===== config.mk =====
export PLATFORM = sky130hd
export DESIGN_NAME = rgbacm_unpremul
export DESIGN_NICKNAME = d
export VERILOG_FILES = /design/src/rtl/rgbacm_pkg.sv /design/src/rtl/rgbacm_unpremul.sv
export SDC_FILE = /design/constraint.sdc
export NUM_CORES = 1
export LEC_CHECK = 0
export ABC_AREA = 1
export BUFFER_PORTS_ARGS = -buffer_cell sky130_fd_sc_hd__clkbuf_2
export CORE_MARGIN = 1.5
export CORE_UTILIZATION = 30
export CTS_CLUSTER_DIAMETER = 150
export DETAILED_ROUTE_END_ITERATION = 12
export RECOVER_POWER = 25
export SETUP_SLACK_MARGIN = 0.4
export SLEW_MARGIN = 10
export SYNTH_ARGS = -nofsm -noshare
export SYNTH_HDL_FRONTEND = slang
export SYNTH_SLANG_ARGS = --single-unit

===== constraint.sdc =====
create_clock -name aclk -period 17.1 [get_ports aclk]
set_clock_uncertainty 0.1 [all_clocks]
set_input_delay 1.71 -clock aclk [delete_from_list [all_inputs] [get_ports aclk]]
set_output_delay 1.71 -clock aclk [all_outputs]
set_load 0.1 [all_outputs]

===== src/rtl/rgbacm_pkg.sv =====
// Shared constants and types for the RGBA channel mixer.
// No dependencies; imported by every module of the block but rgbacm_checker.
package rgbacm_pkg;

    localparam int REG_BITS      = 32;
    localparam int COEF_BITS     = 16;
    localparam int NUM_REGS      = 8;
    localparam int REG_IDX_BITS  = $clog2(NUM_REGS);
    localparam int CFG_ADDR_BITS = 4;
    localparam int NUM_CH        = 4;
    localparam int NUM_COLORS    = 3;
    localparam int CH_MATTE      = 3;

    typedef logic [REG_BITS-1:0] coef_word_t;

    // identity matrix: 1.0 on the diagonal in Q1.15
    localparam coef_word_t REG_RESET [NUM_REGS] = '{
        32'h0000_8000, 32'h0000_0000,
        32'h8000_0000, 32'h0000_0000,
        32'h0000_0000, 32'h0000_8000,
        32'h0000_0000, 32'h8000_0000
    };

endpackage


===== src/rtl/rgbacm_unpremul.sv =====
// Un-premultiply pipeline: color * MAX / alpha, one quotient bit per stage.
// Depends on rgbacm_pkg.
module rgbacm_unpremul #(
    parameter int CHANNEL_BITS = 8
) (
    input  logic                                                  aclk,
    input  logic                                                  aresetn,
    input  logic                                                  s_valid,
    output logic                                                  s_ready,
    input  logic [rgbacm_pkg::NUM_COLORS-1:0][CHANNEL_BITS-1:0]   s_color,
    input  logic [CHANNEL_BITS-1:0]                               s_matte,
    output logic                                                  m_valid,
    input  logic                                                  m_ready,
    output logic [rgbacm_pkg::NUM_COLORS-1:0][CHANNEL_BITS-1:0]   m_color,
    output logic [CHANNEL_BITS-1:0]                               m_matte
);
    import rgbacm_pkg::*;

    localparam int CB   = CHANNEL_BITS;
    localparam int NST  = CB + 1;
    localparam int LAST = NST - 1;

    typedef logic [CB-1:0] chan_t;

    localparam chan_t CH_MAX = '1;

    logic [NST-1:0] valid_reg;
    logic [NST:0]   adv;

    chan_t rem_reg  [NST][NUM_COLORS];
    chan_t low_reg  [NST][NUM_COLORS];
    chan_t quo_reg  [NST][NUM_COLORS];
    chan_t orig_reg [NST][NUM_COLORS];
    chan_t matte_reg[NST];
    logic [NUM_COLORS-1:0] sat_reg [NST];
    logic [NST-1:0]        zero_reg;

    logic [CB:0]           trial [NST-1][NUM_COLORS];
    logic [NUM_COLORS-1:0] fits  [NST-1];

    // stage j loads when it is empty or its contents move on
    assign adv[NST] = m_ready;
    for (genvar j = 0; j < NST; j++) begin : g_adv
        assign adv[j] = !valid_reg[j] | adv[j+1];
    end
    assign s_ready = adv[0];

    // partial remainder with the next dividend bit shifted in
    always_comb begin
        for (int j = 0; j < NST - 1; j++) begin
            for (int c = 0; c < NUM_COLORS; c++) begin
                trial[j][c] = {rem_reg[j][c], low_reg[j][c][CB-1]};
                fits[j][c]  = trial[j][c] >= {1'b0, matte_reg[j]};
            end
        end
    end

    always_ff @(posedge aclk) begin
        if (!aresetn) begin
            valid_reg <= '0;
        end else begin
            if (adv[0]) begin
                valid_reg[0] <= s_valid;
            end
            for (int j = 1; j < NST; j++) begin
                if (adv[j]) begin
                    valid_reg[j] <= valid_reg[j-1];
                end
            end
        end
    end

    // dividend c*MAX = (c << CB) - c: high half c-1, low half -c
    always_ff @(posedge aclk) begin
        if (adv[0] && s_valid) begin
            for (int c = 0; c < NUM_COLORS; c++) begin
                orig_reg[0][c] <= s_color[c];
                rem_reg[0][c]  <= (s_color[c] == '0) ? '0 : s_color[c] - chan_t'(1);
                low_reg[0][c]  <= chan_t'(0) - s_color[c];
                quo_reg[0][c]  <= '0;
                sat_reg[0][c]  <= s_color[c] >= s_matte;
            end
            matte_reg[0] <= s_matte;
            zero_reg[0]  <= s_matte == '0;
        end
        for (int j = 1; j < NST; j++) begin
            if (adv[j] && valid_reg[j-1]) begin
                for (int c = 0; c < NUM_COLORS; c++) begin
                    rem_reg[j][c]  <= fits[j-1][c]
                                    ? chan_t'(trial[j-1][c] - {1'b0, matte_reg[j-1]})
                                    : trial[j-1][c][CB-1:0];
                    low_reg[j][c]  <= {low_reg[j-1][c][CB-2:0], 1'b0};
                    quo_reg[j][c]  <= {quo_reg[j-1][c][CB-2:0], fits[j-1][c]};
                    orig_reg[j][c] <= orig_reg[j-1][c];
                    sat_reg[j][c]  <= sat_reg[j-1][c];
                end
                matte_reg[j] <= matte_reg[j-1];
                zero_reg[j]  <= zero_reg[j-1];
            end
        end
    end

    // zero alpha passes the color through; color at or above alpha saturates
    always_comb begin
        for (int c = 0; c < NUM_COLORS; c++) begin
            if (zero_reg[LAST]) begin
                m_color[c] = orig_reg[LAST][c];
            end else if (sat_reg[LAST][c]) begin
                m_color[c] = CH_MAX;
            end else begin
                m_color[c] = quo_reg[LAST][c];
            end
        end
    end

    assign m_valid = valid_reg[LAST];
    assign m_matte = matte_reg[LAST];

endmodule


==> key figures <==
Power and ir drop
  – VDD IR max: 0.07022 mV
  – Lkg Pwr: 15.91 nW
  – PwrDens: 101.3 nW/µm²

Clock tree
  – Post_cts resized: 0
  – Clock sink total: 717
  – # H-tree levels: 3
  – Hold-fix buffers at CTS: 0
  – Worst skew pair latency: 0.61 ns
  – Clock transition at path regs: 0.06 ns
  – Clock buffer depth: 3
  – Setup bufs post-CTS: 0
  – CTS tree: done
  – Num CTS Buffers: 69
  – Root Buffer: clkbuf_16

Die
  – Die ar.: 116200 µm²
  – Boundary Pins: 70
  – Site Rows: 123
  – Core Area: 112800 µm²
  – Die Ht: 340.9 µm
  – Chip width: 340.9 µm
  – Initial Utilization: 30.37%

Synthesis
  – Synth cell types: 43
  – Yosys top cell by area: edfxtp_1
  – YS warnings: 0
  – Post-synthesis register bit count: 717
  – Largest cells by area after synthesis: edfxtp_1, ha_1, nand2_1
  – Average size of a mapped cell: 11.68 µm²
  – Syn_nets: 3208
  – Syn Inst Count: 2932
  – Synthesized cell area: 34260 µm²
  – Register area share after synthesis: 62.58%
  – Synth top area share: 62.06%

Detailed routing
  – Residual DRC: 0
  – Vias: 20230
  – Antenna-violating nets left: 0
  – Router iterations before antenna repair: 5
  – DR iter-0 viols: 1066
  – Via density per instance: 4.386
  – Post-Route WL: 69390 µm
  – Routed len/inst: 15.04 µm

STA
  – Sum Neg Setup Slack: 0 ns
  – Setup-failing EPs final: 0
  – Slew @ Worst Pin: 1.117 ns
  – RSZ-0062 raised after global routing: no
  – Fin. max-slew vios: 0
  – Fin. Hold Viols: 0
  – Hold slack: 0.3066 ns
  – Relative slew slack: 24.99%
  – Tcrit/Tclk final: 29.87%
  – Final Critical Period: 5.107 ns
  – Max Fclk: 0.1958 GHz

Critical path
  – Crit end category: output port
  – Crit Path Max Fanout: 5
  – Critical Path RT: 15.29 ns
  – Crit path from: m_ready
  – Setup crit start kind: primary input
  – Worst r2r path cells: 8
  – Worst EP arrival: 3.30 ns
  – Worst r2r src: valid_reg[8]
  – Crit Reg-Reg Endpoint: rem_reg[2][2]
  – Setup Crit Path Kind: in -> out
  – R2R Setup Slk: 14.52 ns

GRT
  – Initial antenna violation count: 0
  – Largest net degree at the start of global routing: 82
  – First-pass GRT wire length: 109300 µm
  – Vias in the first global route: 19780
  – Gr ovfl total: 0
  – GRT Util Overall: 11.93%

Worst hold path
  – Worst hold path cell count: 0
  – Hold Path Sink: quo_reg[4][19]
  – Hold path startpoint: quo_reg[3][18]
  – Hold Path Class: reg -> reg

Run status
  – Outcome: finished clean

Layout
  – Layout Nets: 3336
  – Fillers: 11020
  – Layout area overhead: 13.09%
  – Max reg flops: 213
  – # diodes: 0
  – Layout cells sized above 1: 10.15%

Place
  – Post-DP HPWL: 53140 µm
  – Buffers on Ports: 69
  – Routability cong.: 0.8996

Run
  – MaxCap Viol Count: 0
## worst max-delay path by stage
stage | cells after the start | to
final | 8 | s_ready
after global routing | 8 | s_ready
after CTS | 8 | s_ready
after detailed placement | 8 | s_ready
after global placement | 8 | s_ready
after floorplan | 6 | low_reg[0][0]
## critical path, cell delays in order
cell      delay, ns
clkbuf_2       0.08
inv_1          0.12
nand3_2        0.11
nor2_2         0.25
nand4_2        0.18
nor2_2         0.34
nand3_2        0.12
clkbuf_2       0.39
## cell type report
class	count	area [µm²]	area share, %
Tap cell	1500	1877	4.844
Clock buffer	84	1824	4.709
Sequential cell	717	21440	55.34
Timing Repair Buffer	79	420.4	1.085
Inverter	319	1199	3.094
Multi-Input combinational cell	1874	11560	29.83
Clock inverter	40	425.4	1.098
## cells by family after synthesis
family | after synthesis | share of synthesized area [%]
buffers and inverters | 341 | 3.846
and+or+nand+nor | 1310 | 17.73
DFF | 717 | 62.58
adders and majority gates | 240 | 9.225
AOI/OAI and AO/OA | 231 | 4.237
xor gates and xnor gates | 93 | 2.378
## per-stage QoR
| step | std cells | setup slack, ns | area (µm²) | utilization, % | power [W] |
|---|---|---|---|---|---|
| global placement | 4489 | 12.05 | 36490 | 32.35 | 0.002450 |
| global route | 4613 | 11.86 | 38740 | 34.34 | 0.004093 |
| detailed placement | 4489 | 11.99 | 36490 | 32.35 | 0.002456 |
| floorplan | 2932 | 10.39 | 34260 | - | 0.002345 |
| CTS | 4613 | 11.99 | 38740 | 34.34 | 0.003970 |
| finish | 4613 | 11.99 | 38740 | 34.34 | 0.003924 |
## cell usage after synthesis (all sizes together)
cell type  count
nand3        278
xor2          57
clkinv         1
fa            21
a21o          38
nor3b          4
o21ai         63
o21bai         1
nor4           5
nand2        763
nand4         42
a21oi        112
xnor2         36
o2111ai        3
nor3          18
or3            4
clkbuf         8
nand3b        15
or2           14
a211oi         3
buf           14
dfxtp          9
a31oi         11
edfxtp       708
ha           219
and3           1
nor2         166
inv          318
## cell usage in the layout, fill, tap and decap left out, types with 12 or more instances in the layout
cell	synthesis	routed
fa_1	21	21
a21oi_1	101	98
inv_1	318	314
or2_2	13	13
clkbuf_16	0	70
nand4_1	41	41
clkinv_1	1	17
o21ai_0	42	42
nand2_4	18	18
xor2_1	57	57
nor3_1	13	13
nand2_1	721	721
nand2_2	24	24
o21ai_2	21	21
xnor2_1	36	36
nor2_1	156	155
clkbuf_1	8	12
ha_1	219	219
edfxtp_1	708	708
nand3b_4	12	12
a21o_1	38	38
nand3_1	267	267
clkbuf_2	0	69
## metal layers
layer	vias to the layer above	track usage [%]	routed length (µm)	part of all wire [%]
met5	-	0	0	0
met4	0	4.093	1854	2.7
met3	109	1.755	2254	3.2
met2	334	19.72	32540	47
met1	9336	15.97	32740	47
li1	10450	-	-	-
## power breakdown
part	switching [W]	leakage, nW	internal (W)
Clock	0.000635	1.10	0.000873
Combinational	0.000241	8.27	0.000134
Sequential	0.0000380	6.54	0.00200
Total	0.000914	15.9	0.00301
(Power assumes the default switching activity.)
